**src/jse_pkg.sv**
```systemverilog
// Package for the JSON string escaper: item structs, the work descriptor
// passed from the front end to the back end, character constants and helpers.
// No dependencies.
`default_nettype none

package jse_pkg;

  // Input item: one string byte or the end of the string.
  typedef struct packed {
    logic       kind;
    logic [7:0] data_byte;
  } in_item_t;

  // Output item: one character of escaped JSON text.
  typedef struct packed {
    logic [7:0] out_byte;
    logic       string_done;
    logic       run_last;
  } out_item_t;

  localparam logic KindByte = 1'b0;
  localparam logic KindEnd  = 1'b1;

  // Number of UTF-8 bytes that can be held while a sequence is open.
  localparam int unsigned HeldDepth = 3;
  localparam int unsigned HeldIdxW  = 2;
  localparam int unsigned SeqLenW   = 3;

  // Depth of the descriptor queue between front and back.
  localparam int unsigned QueueDepth = 4;
  localparam int unsigned QueuePtrW  = 2;
  localparam int unsigned QueueCntW  = 3;

  // Characters.
  localparam logic [7:0] ChQuote     = 8'h22;
  localparam logic [7:0] ChBackslash = 8'h5C;
  localparam logic [7:0] ChLowerU    = 8'h75;
  localparam logic [7:0] ChZero      = 8'h30;
  localparam logic [7:0] ChLowerA    = 8'h61;

  // UTF-8 limits.
  localparam logic [7:0] Lead2Min   = 8'hC2;
  localparam logic [7:0] Lead4Max   = 8'hF4;
  localparam logic [7:0] LeadE0     = 8'hE0;
  localparam logic [7:0] LeadED     = 8'hED;
  localparam logic [7:0] LeadF0     = 8'hF0;
  localparam logic [7:0] SecondA0   = 8'hA0;
  localparam logic [7:0] Second90   = 8'h90;
  localparam logic [7:0] CtrlLimit  = 8'h20;
  localparam logic [7:0] AsciiLimit = 8'h80;

  // Last character offset inside a six-character \u00XX escape.
  localparam logic [2:0] HexEscLast   = 3'd5;
  localparam logic [2:0] ShortEscLast = 3'd1;

  // What follows the held bytes in one item's output.
  typedef enum logic [2:0] {
    TAIL_NONE,
    TAIL_PASS,
    TAIL_SHORT,
    TAIL_HEX,
    TAIL_CLOSE
  } tail_e;

  // Work for one input item, as decided by the front end.
  typedef struct packed {
    logic                            open_quote;
    logic [HeldDepth-1:0][7:0]       held;
    logic [HeldIdxW-1:0]             held_n;
    logic                            held_esc;
    tail_e                           tail;
    logic [7:0]                      tail_byte;
  } desc_t;

  // Lowercase hex digit for one nibble.
  function automatic logic [7:0] hex_char(input logic [3:0] nib);
    logic [7:0] ch;
    if (nib < 4'd10) begin
      ch = ChZero + {4'h0, nib};
    end else begin
      ch = ChLowerA + {4'h0, nib} - 8'd10;
    end
    return ch;
  endfunction

  // Second character of a short escape, or zero when there is none.
  function automatic logic [7:0] short_esc(input logic [7:0] c);
    logic [7:0] e;
    case (c)
      8'h22:   e = 8'h22;
      8'h5C:   e = 8'h5C;
      8'h08:   e = 8'h62;
      8'h0C:   e = 8'h66;
      8'h0A:   e = 8'h6E;
      8'h0D:   e = 8'h72;
      8'h09:   e = 8'h74;
      default: e = 8'h00;
    endcase
    return e;
  endfunction

endpackage

`default_nettype wire

```
**src/jse_front.sv**
```systemverilog
// Front end of the JSON string escaper: accepts items, tracks the UTF-8
// sequence state and writes one work descriptor per item that gives output.
// Depends on jse_pkg.
`default_nettype none

module jse_front (
  input  logic             clk_i,
  input  logic             rst_ni,
  input  logic             in_valid_i,
  output logic             in_ready_o,
  input  jse_pkg::in_item_t in_item_i,
  input  logic             full_i,
  output logic             push_o,
  output jse_pkg::desc_t   desc_o
);
  import jse_pkg::*;

  logic                           inside_q, inside_d;
  logic [HeldDepth-1:0][7:0]      held_q, held_d;
  logic [HeldIdxW-1:0]            hc_q, hc_d;
  logic [SeqLenW-1:0]             sl_q, sl_d;

  logic                  accept;
  logic [HeldIdxW-1:0]   hc_eff;
  logic [7:0]            c;
  logic [7:0]            lead;
  logic [7:0]            esc;
  logic                  cont;
  logic                  range_bad;
  logic                  do_fresh;
  logic [SeqLenW-1:0]    need;
  desc_t                 desc;

  assign accept     = in_valid_i && !full_i;
  assign in_ready_o = !full_i;
  assign c          = in_item_i.data_byte;
  assign lead       = held_q[0];
  assign hc_eff     = inside_q ? hc_q : '0;
  assign esc        = short_esc(c);
  assign cont       = (c[7:6] == 2'b10);

  // A second byte outside the allowed range for its lead breaks the sequence.
  assign range_bad = (hc_eff == 2'd1) &&
                     (((lead == LeadE0) && (c <  SecondA0)) ||
                      ((lead == LeadED) && (c >= SecondA0)) ||
                      ((lead == LeadF0) && (c <  Second90)) ||
                      ((lead == Lead4Max) && (c >= Second90)));

  // Sequence length announced by a lead byte, zero when it is no lead.
  always_comb begin
    need = '0;
    if ((c >= Lead2Min) && (c[7:5] == 3'b110)) begin
      need = 3'd2;
    end else if (c[7:4] == 4'hE) begin
      need = 3'd3;
    end else if ((c[7:3] == 5'b11110) && (c <= Lead4Max)) begin
      need = 3'd4;
    end
  end

  // Classify the item and work out the next sequence state.
  always_comb begin
    desc.open_quote = !inside_q;
    desc.held       = held_q;
    desc.held_n     = '0;
    desc.held_esc   = 1'b1;
    desc.tail       = TAIL_NONE;
    desc.tail_byte  = c;
    inside_d        = 1'b1;
    held_d          = held_q;
    hc_d            = hc_eff;
    sl_d            = inside_q ? sl_q : '0;
    do_fresh        = 1'b0;

    if (in_item_i.kind == KindEnd) begin
      // Flush anything cut off, then close the literal.
      desc.held_n = hc_eff;
      desc.tail   = TAIL_CLOSE;
      inside_d    = 1'b0;
      hc_d        = '0;
      sl_d        = '0;
    end else if (hc_eff == '0) begin
      do_fresh = 1'b1;
    end else if (!cont || range_bad) begin
      // Broken sequence: escape the held bytes and restart on this byte.
      desc.held_n = hc_eff;
      hc_d        = '0;
      sl_d        = '0;
      do_fresh    = 1'b1;
    end else if (({1'b0, hc_eff} + 3'd1) >= sl_q) begin
      // Sequence complete: all held bytes and this one pass unchanged.
      desc.held_n   = hc_eff;
      desc.held_esc = 1'b0;
      desc.tail     = TAIL_PASS;
      hc_d          = '0;
      sl_d          = '0;
    end else if (hc_eff != 2'd3) begin
      held_d[hc_eff] = c;
      hc_d           = hc_eff + 2'd1;
    end

    if (do_fresh) begin
      if (esc != 8'h00) begin
        desc.tail      = TAIL_SHORT;
        desc.tail_byte = esc;
      end else if (c < CtrlLimit) begin
        desc.tail = TAIL_HEX;
      end else if (c < AsciiLimit) begin
        desc.tail = TAIL_PASS;
      end else if (need == '0) begin
        desc.tail = TAIL_HEX;
      end else begin
        held_d[0] = c;
        hc_d      = 2'd1;
        sl_d      = need;
      end
    end
  end

  assign desc_o = desc;
  assign push_o = accept &&
                  (desc.open_quote || (desc.held_n != '0) || (desc.tail != TAIL_NONE));

  // Sequence state.
  always_ff @(posedge clk_i or negedge rst_ni) begin
    if (!rst_ni) begin
      inside_q <= 1'b0;
      hc_q     <= '0;
      sl_q     <= '0;
    end else if (accept) begin
      inside_q <= inside_d;
      hc_q     <= hc_d;
      sl_q     <= sl_d;
    end
  end

  // Held bytes carry no reset; only entries below the count are read.
  always_ff @(posedge clk_i) begin
    if (accept) begin
      held_q <= held_d;
    end
  end

endmodule

`default_nettype wire

```
**src/jse_queue.sv**
```systemverilog
// Short descriptor queue between the front and back ends of the escaper.
// Depends on jse_pkg.
`default_nettype none

module jse_queue (
  input  logic           clk_i,
  input  logic           rst_ni,
  input  logic           push_i,
  input  jse_pkg::desc_t desc_i,
  output logic           full_o,
  input  logic           pop_i,
  output logic           empty_o,
  output jse_pkg::desc_t desc_o
);
  import jse_pkg::*;

  desc_t                 slot_q [QueueDepth];
  logic [QueuePtrW-1:0]  wr_ptr_q;
  logic [QueuePtrW-1:0]  rd_ptr_q;
  logic [QueueCntW-1:0]  count_q;

  assign full_o  = (count_q == QueueCntW'(QueueDepth));
  assign empty_o = (count_q == '0);
  assign desc_o  = slot_q[rd_ptr_q];

  // Pointers and fill count.
  always_ff @(posedge clk_i or negedge rst_ni) begin
    if (!rst_ni) begin
      wr_ptr_q <= '0;
      rd_ptr_q <= '0;
      count_q  <= '0;
    end else begin
      if (push_i) begin
        wr_ptr_q <= wr_ptr_q + QueuePtrW'(1);
      end
      if (pop_i) begin
        rd_ptr_q <= rd_ptr_q + QueuePtrW'(1);
      end
      if (push_i && !pop_i) begin
        count_q <= count_q + QueueCntW'(1);
      end else if (pop_i && !push_i) begin
        count_q <= count_q - QueueCntW'(1);
      end
    end
  end

  // Slot storage.
  always_ff @(posedge clk_i) begin
    if (push_i) begin
      slot_q[wr_ptr_q] <= desc_i;
    end
  end

  a_no_overflow: assert property (@(posedge clk_i) disable iff (!rst_ni)
    push_i |-> (!full_o || pop_i))
    else $error("queue written while full");

  a_no_underflow: assert property (@(posedge clk_i) disable iff (!rst_ni)
    pop_i |-> !empty_o)
    else $error("queue read while empty");

  a_count_bound: assert property (@(posedge clk_i) disable iff (!rst_ni)
    count_q <= QueueCntW'(QueueDepth))
    else $error("queue count beyond depth");

endmodule

`default_nettype wire

```
**src/jse_back.sv**
```systemverilog
// Back end of the escaper: walks one descriptor at a time and sends its
// characters through a registered output stage. Depends on jse_pkg.
`default_nettype none

module jse_back (
  input  logic               clk_i,
  input  logic               rst_ni,
  input  jse_pkg::desc_t     desc_i,
  input  logic               empty_i,
  output logic               pop_o,
  output logic               out_valid_o,
  input  logic               out_ready_i,
  output jse_pkg::out_item_t out_item_o
);
  import jse_pkg::*;

  typedef enum logic [1:0] {
    PH_OPEN,
    PH_HELD,
    PH_TAIL
  } phase_e;

  phase_e               phase_q;
  logic [HeldIdxW-1:0]  idx_q;
  logic [2:0]           sub_q;
  out_item_t            out_q;
  logic                 out_valid_q;

  phase_e               phase;
  logic                 advance;
  logic [7:0]           esc_byte;
  logic [7:0]           ch;
  logic                 done;
  logic                 seg_end;
  logic                 item_end;
  logic                 held_last;

  // Skip segments that this descriptor does not have.
  always_comb begin
    phase = phase_q;
    if ((phase == PH_OPEN) && !desc_i.open_quote) begin
      phase = PH_HELD;
    end
    if ((phase == PH_HELD) && (desc_i.held_n == '0)) begin
      phase = PH_TAIL;
    end
  end

  assign held_last = (idx_q == (desc_i.held_n - 2'd1));
  assign esc_byte  = (phase == PH_HELD) ? desc_i.held[idx_q] : desc_i.tail_byte;

  // Current character and where it stands in its segment.
  always_comb begin
    ch       = ChQuote;
    done     = 1'b0;
    seg_end  = 1'b1;
    item_end = 1'b0;
    case (sub_q)
      3'd0:    ch = ChBackslash;
      3'd1:    ch = ChLowerU;
      3'd2:    ch = ChZero;
      3'd3:    ch = ChZero;
      3'd4:    ch = hex_char(esc_byte[7:4]);
      default: ch = hex_char(esc_byte[3:0]);
    endcase
    case (phase)
      PH_OPEN: begin
        ch       = ChQuote;
        item_end = (desc_i.held_n == '0) && (desc_i.tail == TAIL_NONE);
      end
      PH_HELD: begin
        if (desc_i.held_esc) begin
          seg_end = (sub_q == HexEscLast);
        end else begin
          ch = desc_i.held[idx_q];
        end
        item_end = seg_end && held_last && (desc_i.tail == TAIL_NONE);
      end
      default: begin
        item_end = 1'b1;
        case (desc_i.tail)
          TAIL_PASS: ch = desc_i.tail_byte;
          TAIL_SHORT: begin
            ch       = (sub_q == 3'd0) ? ChBackslash : desc_i.tail_byte;
            seg_end  = (sub_q == ShortEscLast);
            item_end = seg_end;
          end
          TAIL_HEX: begin
            seg_end  = (sub_q == HexEscLast);
            item_end = seg_end;
          end
          default: begin
            ch   = ChQuote;
            done = 1'b1;
          end
        endcase
      end
    endcase
  end

  assign advance     = !empty_i && (!out_valid_q || out_ready_i);
  assign pop_o       = advance && item_end;
  assign out_valid_o = out_valid_q;
  assign out_item_o  = out_q;

  // Position within the descriptor and the output register.
  always_ff @(posedge clk_i or negedge rst_ni) begin
    if (!rst_ni) begin
      phase_q     <= PH_OPEN;
      idx_q       <= '0;
      sub_q       <= '0;
      out_valid_q <= 1'b0;
      out_q       <= '0;
    end else begin
      if (advance) begin
        out_valid_q         <= 1'b1;
        out_q.out_byte      <= ch;
        out_q.string_done   <= done;
        out_q.run_last      <= item_end;
        if (item_end) begin
          phase_q <= PH_OPEN;
          idx_q   <= '0;
          sub_q   <= '0;
        end else if (!seg_end) begin
          phase_q <= phase;
          sub_q   <= sub_q + 3'd1;
        end else if ((phase == PH_HELD) && !held_last) begin
          phase_q <= PH_HELD;
          idx_q   <= idx_q + 2'd1;
          sub_q   <= '0;
        end else if (phase == PH_OPEN) begin
          phase_q <= PH_HELD;
          sub_q   <= '0;
        end else begin
          phase_q <= PH_TAIL;
          sub_q   <= '0;
        end
      end else if (out_ready_i) begin
        out_valid_q <= 1'b0;
      end
    end
  end

  a_pop_gives_last: assert property (@(posedge clk_i) disable iff (!rst_ni)
    pop_o |=> (out_valid_o && out_item_o.run_last))
    else $error("descriptor retired without a last character");

  a_done_is_last: assert property (@(posedge clk_i) disable iff (!rst_ni)
    (out_valid_o && out_item_o.string_done) |-> out_item_o.run_last)
    else $error("closing quote not marked last");

  a_start_clean: assert property (@(posedge clk_i) disable iff (!rst_ni)
    $past(pop_o) |-> ((phase_q == PH_OPEN) && (idx_q == '0) && (sub_q == '0)))
    else $error("position not cleared after a descriptor");

endmodule

`default_nettype wire

```
**src/json_string_escaper_utf8.sv**
```systemverilog
// Top level of the streaming JSON string escaper with UTF-8 checking.
// Depends on jse_pkg, jse_front, jse_queue and jse_back.
//
//   Channel  Handshake               Payload
//   input    in_valid_i / in_ready_o  in_item_i  (kind, data_byte)
//   output   out_valid_o / out_ready_i out_item_o (out_byte, string_done, run_last)
//
// The back end sends one character per cycle while the queue is not empty
// and the output is not stalled. An item produces one character for plain
// text, two for a short escape, six for each \u00XX escape, plus one for an
// opening or closing quote. Items that only extend a UTF-8 sequence produce
// nothing. The front end accepts one item per cycle while the four-entry
// descriptor queue has room. Reset clears the sequence state, the queue and
// the output register at once; there is no clearing pass.
`default_nettype none

module json_string_escaper_utf8 (
  input  logic               clk_i,
  input  logic               rst_ni,
  input  logic               in_valid_i,
  output logic               in_ready_o,
  input  jse_pkg::in_item_t  in_item_i,
  output logic               out_valid_o,
  input  logic               out_ready_i,
  output jse_pkg::out_item_t out_item_o
);
  import jse_pkg::*;

  logic  push;
  logic  pop;
  logic  full;
  logic  empty;
  desc_t desc_in;
  desc_t desc_out;

  jse_front u_front (
    .clk_i      (clk_i),
    .rst_ni     (rst_ni),
    .in_valid_i (in_valid_i),
    .in_ready_o (in_ready_o),
    .in_item_i  (in_item_i),
    .full_i     (full),
    .push_o     (push),
    .desc_o     (desc_in)
  );

  jse_queue u_queue (
    .clk_i   (clk_i),
    .rst_ni  (rst_ni),
    .push_i  (push),
    .desc_i  (desc_in),
    .full_o  (full),
    .pop_i   (pop),
    .empty_o (empty),
    .desc_o  (desc_out)
  );

  jse_back u_back (
    .clk_i       (clk_i),
    .rst_ni      (rst_ni),
    .desc_i      (desc_out),
    .empty_i     (empty),
    .pop_o       (pop),
    .out_valid_o (out_valid_o),
    .out_ready_i (out_ready_i),
    .out_item_o  (out_item_o)
  );

endmodule

`default_nettype wire
```
**config.mk**
```make
export PLATFORM = sky130hd
export DESIGN_NAME = json_string_escaper_utf8
export DESIGN_NICKNAME = d
export VERILOG_FILES = /design/src/jse_pkg.sv /design/src/jse_front.sv /design/src/jse_queue.sv /design/src/jse_back.sv /design/src/json_string_escaper_utf8.sv
export SDC_FILE = /design/constraint.sdc
export NUM_CORES = 1
export LEC_CHECK = 0
export BUFFER_PORTS_ARGS = -buffer_cell sky130_fd_sc_hd__buf_2
export CAP_MARGIN = 20
export CORE_MARGIN = 1.5
export CORE_UTILIZATION = 44
export CTS_CLUSTER_SIZE = 40
export DETAILED_ROUTE_END_ITERATION = 6
export MAX_ROUTING_LAYER = met4
export PLACE_DENSITY = 0.58
export REMOVE_ABC_BUFFERS = 1
export SYNTH_ARGS = -nofsm -noshare
export SYNTH_HDL_FRONTEND = slang
export SYNTH_SLANG_ARGS = --single-unit
```
**constraint.sdc**
```tcl
create_clock -name clk_i -period 6.88 [get_ports clk_i]
set_input_delay 0.344 -clock clk_i [delete_from_list [all_inputs] [get_ports clk_i]]
set_output_delay 0.344 -clock clk_i [all_outputs]
set_load 0.02 [all_outputs]
```
[Word-level counts from Yosys, hierarchy flattened]
Memories as Yosys holds them, arrays and structs flattened.
Index checks and enable logic that the tools add are counted.
W data, S select, Z words.
Word-level totals
  bits in registers: 55
  RAM bits: 156
  input port bits: 13
  output and inout port bits: 12
  logic and storage cells: 224
  memories kept: 1
Memory list
  u_queue.slot_q: depth 4, bits a word 39, read ports 1, clocked after Yosys merged registers in 0, wr ports 1, line jse_queue.sv:17  | desc_t slot_q [QueueDepth];
Cells by class
  add/sub/neg operators: 15
  $lt $le $gt $ge: 14
  equality and inequality tests: 29
  muxes and demuxes: 89
  bitwise gates (word level): 4
  reductions and logical operators: 56
Operators with widths (count)
  $mux W8: 18
  $mux W3: 22
  $pmux W7 S7: 1
  $mux W2: 22
  $eq A8 B4 Y1 const B: 5
  $eq A8 B8 Y1 const B: 4
  $pmux W8 S4: 1
  $bwmux W24: 1
  $ge A8 B8 Y1 const B: 3
  $lt A8 B8 Y1 const B: 3
  $pmux W8 S3: 1
  $logic_and A1 B1 Y1: 20
  $add A7 B4 Y8 const A: 2
  $bmux W8 S2: 1
  $demux W8 S2: 1
  $pmux W8 S2: 1
  $sub A8 B4 Y8 const B: 2
  $add A6 B4 Y7 const A: 2
  $mux W1: 13
  $eq A3 B2 Y1 const B: 4
  $eq A3 B3 Y1 const B: 4
  $logic_not A3 Y1: 4
  $mux W6: 2
  $mux W11: 1
  33 further kinds: 69

[Depth between registers and ports, before layout]
  word-level depth: 22
  depth in mapped cells: 19
  gate-level depth less buffers: 16

[Hierarchy]
A second synthesis with hierarchy kept.
Unflattened totals
  cell total of the unflattened synthesis: 673
  area, all modules: 9933.3 sq um
By module, submodules not included
  jse_queue: times used 1, cells an instance 238, area each 6068.3 sq um, seq. area each 4859.7 sq um
  jse_back: times used 1, cells an instance 252, area each 2021.9 sq um, seq. area each 450.4 sq um
  jse_front: times used 1, cells an instance 183, area each 1843.0 sq um, seq. area each 870.8 sq um

[Least setup slack after synthesis]
OpenSTA, ideal clock, no wires.
  kind: reg2reg
  from: reg u_queue.rd_ptr_q[1]
  to: reg u_queue.count_q[1]
  setup time: 125 ps
  data arrival time: 3751 ps
  data required time: 6755 ps
  path slack: 3004 ps
  cell stages (with the launch flop): 18
  buffers on the path: 5
  period minus slack after synthesis: 3876 ps
  path through: dfrtp_1 -> buf_2 -> buf_2 -> clkbuf_1 -> mux4_2 -> inv_1 -> ha_1 -> or2_2 -> a21o_1 -> buf_6 -> buf_6 -> o41ai_4 -> o2bb2ai_2 -> nand2_2 -> ha_1 -> inv_1 -> fa_1 -> mux2_2
On the way
  longest elaborated chain between the ends: 13
  elaborated cells between the ends (all ways): 28
  classes of those cells: add/sub (1); eq/ne (5); mux (7); reduce/logical (14); memory (1)
RTL lines
  start, declared: line jse_queue.sv:19  | logic [QueuePtrW-1:0] rd_ptr_q;
  start signal, assigned: line jse_queue.sv:37  | rd_ptr_q <= rd_ptr_q + QueuePtrW'(1);
  $mem_v2 Z4 W39 *
  $logic_not A1 Y1: line jse_back.sv:41  | if ((phase == PH_OPEN) && !desc_i.open_quote) begin
  $logic_and A1 B1 Y1: line jse_back.sv:41
  $mux W2: line jse_back.sv:41
  $eq A2 B1 Y1: line jse_back.sv:44  | if ((phase == PH_HELD) && (desc_i.held_n == '0)) begin
  $logic_and A1 B1 Y1: line jse_back.sv:44
  $mux W2: line jse_back.sv:44
  $eq A2 B1 Y1 or $logic_not A2 Y1 (tied branches): line jse_back.sv:66  | case (phase)
  $pmux W1 S2 *: line jse_back.sv:66
  $logic_and A1 B1 Y1 *: line jse_back.sv:102  | assign pop_o = advance && item_end;
  $logic_not A1 Y1: line jse_queue.sv:39  | if (push_i && !pop_i) begin
  $logic_and A1 B1 Y1: line jse_queue.sv:39
  $mux W3 or $reduce_bool A2 Y1 (tied branches)
  end signal, assigned: line jse_queue.sv:40  | count_q <= count_q + QueueCntW'(1);
  end signal, assigned: line jse_queue.sv:42  | count_q <= count_q - QueueCntW'(1);
  end, declared: line jse_queue.sv:20  | logic [QueueCntW-1:0] count_q;
Every way passes the cells marked *; elsewhere a longest branch is shown, timed or not. The select of a mux whose other input is x is not followed.
A chain may end at the register's enable or synchronous reset.

[Final worst setup path]
  from: reg u_queue.rd_ptr_q[0]
  to: reg u_queue.count_q[1]
Same word-level chain as after synthesis.

==> results.md <==
- Outcome: completed
- Die width: ~150 um
- Arrival time worst endpoint: 4.27 ns
- RePlAce Congestion: between 0.8 and 0.9
- Max-Cap Viols: 0
- Async S/R FF share, synth: between 10% and 20%
- Max incr delay on CP: 0.64 ns
- Fin. Hold Viols: 0
- Top cell type's share of synthesized area: 56.5%
- Worst Max-Slew Pin Slew: between 0.7 and 0.8 ns
- Via/cell ratio: 5.72
- Cell Count, Final, Fillers Out: 969
- Worst clock skew: around 0.015 ns
- Synth cell types: between 70 and 80
- Crit Path Class: reg2reg
- DRT iter0 DRCs: between 400 and 500
- Post-CTS setup repair buffer count: 0
- WHS: 0.114 ns
- Top Metal Used: met4
- Hold WC Path Type: in2reg
- Placed Cells: a little over 900
- Pwr/cell area: roughly 450 nW/um2
- Main flop type after synthesis: edfxtp_1
- Initial antenna violation count: 0
- Total power: approximately 0.0048 W
- Row cnt: 53
- GRT Total Usage: 19.3%
- Final ANT Viol Nets: 0
- Post-synthesis xor/xnor area fraction: under 10%
- First-pass GRT wire length: roughly 32,000 um
- Initial core utilization: between 40% and 50%
- Max transition margin: about half
- Number of fill cells: about 1,800
- Post-synth EDFFs: 180
- Leading area contributor after synthesis: edfxtp_1
- Synth Area in Compound Gates: roughly a tenth
- Combinational family with the most area after synthesis: multiplexers
- Syn Area/Cell: between 10 and 15 um2
- Sum of negative setup slack: 0 ns
- Synth area leaders: edfxtp_1 57%, dfrtp_1 8.1%, mux4_2 6.6%, mux2_2 3.2%, ha_1 2.9%
- 1st-pass router iterations: 5
- Max VDD drop: approximately 0.20 mV
- Met3 wire len: between 800 and 900 um
- Post_cts resized: 0
- Sequential share of the synthesized area: about 65%
- FF+latch count, synth: 211
- Die H: around 150 um
- Largest net degree at the start of global routing: 48
- H-tree levels: 1
- DP HPWL: about 13,000 um
- Grt total ovfl: 0
- CP cell instances: buf_4 > mux4_2 > a21o_1 > o41ai_4 > o2bb2ai_2 > nand2_2 > ha_1 > inv_1 > fa_1 > mux2_2
- Worst Path Required: 7.26 ns
- DR DRC count: 0
- PortBufs: 24
- Mapped Cells: 650
- Post-Syn Area: approximately 9600 um2
- Max Freq: about 260 MHz
- Nets@finish: 713
- Metal1 wirelength: ~9000 um
- Root Buffer: clkbuf_16
- Clock latency at the later pin of the worst-skew pair: 0.50 ns
- Core area: around 21,000 um2
- Top-level I/O count: 25
- TritonCTS sink count: approximately 210
- Final Cycle Share: a little under three fifths
- Per-cell routed wire length: ~21 um
- Post-synth top cells: 180 x edfxtp_1, 40 x nand2_1, 37 x nor2_1, 31 x dfrtp_1, 31 x inv_1
- Final Setup Violations: 0
- Number of global-route vias before repair: between 5,000 and 6,000
- ANT cells: 0
- Area share of and/or/nand/nor cells after synthesis: approximately 7%
- Metal2 WL: a little over 10,000 um
- CTS Buffer Depth: 3
- Mux cell area share after synthesis: roughly 11%
- Reg clk slew, reported paths: approximately 0.06 ns
- Max-slew violation count: 0
- Layout cells sized above 1: 21.3%
- Vias: 5,547
- Post-Synth Adder-Cell Area: under 10%
- Area delta synth->final: 11.2%
- Yosys Warn Count: 0
- Count leader, synth: edfxtp_1
- Die area: around 23,000 um2
- Max FO, Critical Path: 28
- Crit path launch type: flip-flop
- RSZ-0062 raised after global routing: no
- CP max-delay cell: mux4_2
- Post-route minimum period: a little under 4 ns
- DRT Wirelength: a little over 20,000 um
- Element type at the critical path end: flip-flop
- TritonCTS Buffers: 23
- CTS tree: built
- Leakage: ~3.8 nW
==> area by class of cell <==
type                    count  area [um2]  share of cell area [%]
clock buffers              29         598                    5.62
clock inverters            13         114                    1.07
inverters                  31         116                    1.09
multi-input cells         378        3100                    29.2
flip-flops and latches    211        6180                    58.1
well taps                 275         344                    3.23
repair buffers             32         183                    1.72
==> worst max-delay path, delay by kind of cell, from the launching register on <==
family,cells,cell delay (ns)
AOI/OAI and AO/OA,3,1.06
adders and majority gates,2,0.63
buffers and inverters,2,0.58
DFF,1,0.48
muxes,2,0.91
and+or+nand+nor,1,0.12
==> metrics by stage <==
stage	utilization (%)	setup WS, ns	cell area (um2)
after global placement	46.9	3.02	9920
after CTS	50.3	2.92	10600
final	50.3	2.98	10600
after floorplan	-	2.47	9400
after global routing	50.3	2.69	10600
after detailed placement	46.9	2.93	9920
==> flip-flops by register name, summed over array words and instances, names as in the netlist <==
register,flops
u_front.inside_q,1
u_front.hc_q,2
u_queue.count_q,3
u_front.desc_o,16
u_front.lead,8
u_back.sub_q,3
u_back.out_item_o,10
u_queue.rd_ptr_q,2
u_back.idx_q,2
u_queue.slot_q,156
u_back.out_valid_o,1
u_front.sl_q,3
u_back.phase_q,2
u_queue.wr_ptr_q,2
==> path summary, 6_finish.rpt <==
kind,from,end,slack (ns),cells past startpoint
setup / recovery,u_queue.rd_ptr_q[0],u_queue.count_q[1],2.98,10
hold / removal,out_ready_i,u_back.out_valid_o,0.11,4
setup reg to reg,u_queue.rd_ptr_q[0],u_queue.count_q[1],2.98,10
hold reg to reg,u_back.out_item_o[0],u_back.out_item_o[0],0.47,2
max in group asynchronous,rst_ni,u_queue.rd_ptr_q[1],5.88,2
min in group asynchronous,rst_ni,u_back.out_item_o[8],0.45,2
==> layer usage <==
metal,vias to the layer above,track usage [%]
met5,-,-
met4,0,4.56
met3,28,2.27
met2,134,31.4
met1,2833,26.2
li1,2552,-
==> layout by cell type, fill, tap and decap left out, types with 5 or more instances in the layout <==
cell type	instances
dfrtp_1	29
clkinv_2	6
nand2_1	40
mux2i_1	11
nor3_1	9
edfxtp_1	180
or2_2	6
nor2b_1	5
nand2b_1	10
clkbuf_16	23
a21o_1	7
buf_2	24
mux2_2	27
mux4_2	28
clkbuf_1	6
a21oi_1	26
a31oi_1	5
buf_4	7
o31ai_1	10
o21a_1	6
inv_1	31
o22ai_1	16
ha_1	22
nor2_1	37
o21ai_0	30
xnor2_1	11
==> cells by family after synthesis <==
group	after synthesis
compound gates	138
xor+xnor	13
fa+ha+maj	23
buf+inv	61
flops	211
mux	67
simple gates	137
==> power breakdown <==
| group | switching, W | internal (W) |
|---|---|---|
| combinational | 0.00111 | 0.000743 |
| sequential | 0.000139 | 0.00169 |
| clock | 0.000467 | 0.000690 |
| total | 0.00172 | 0.00312 |
==> what timing repair did <==
action,4_1_cts,5_1_grt
hold buffers,1,0
endpoints found under the setup margin,0,0
endpoints found under the hold margin,31,0
Note: power is estimated with default switching activity, not from simulation.
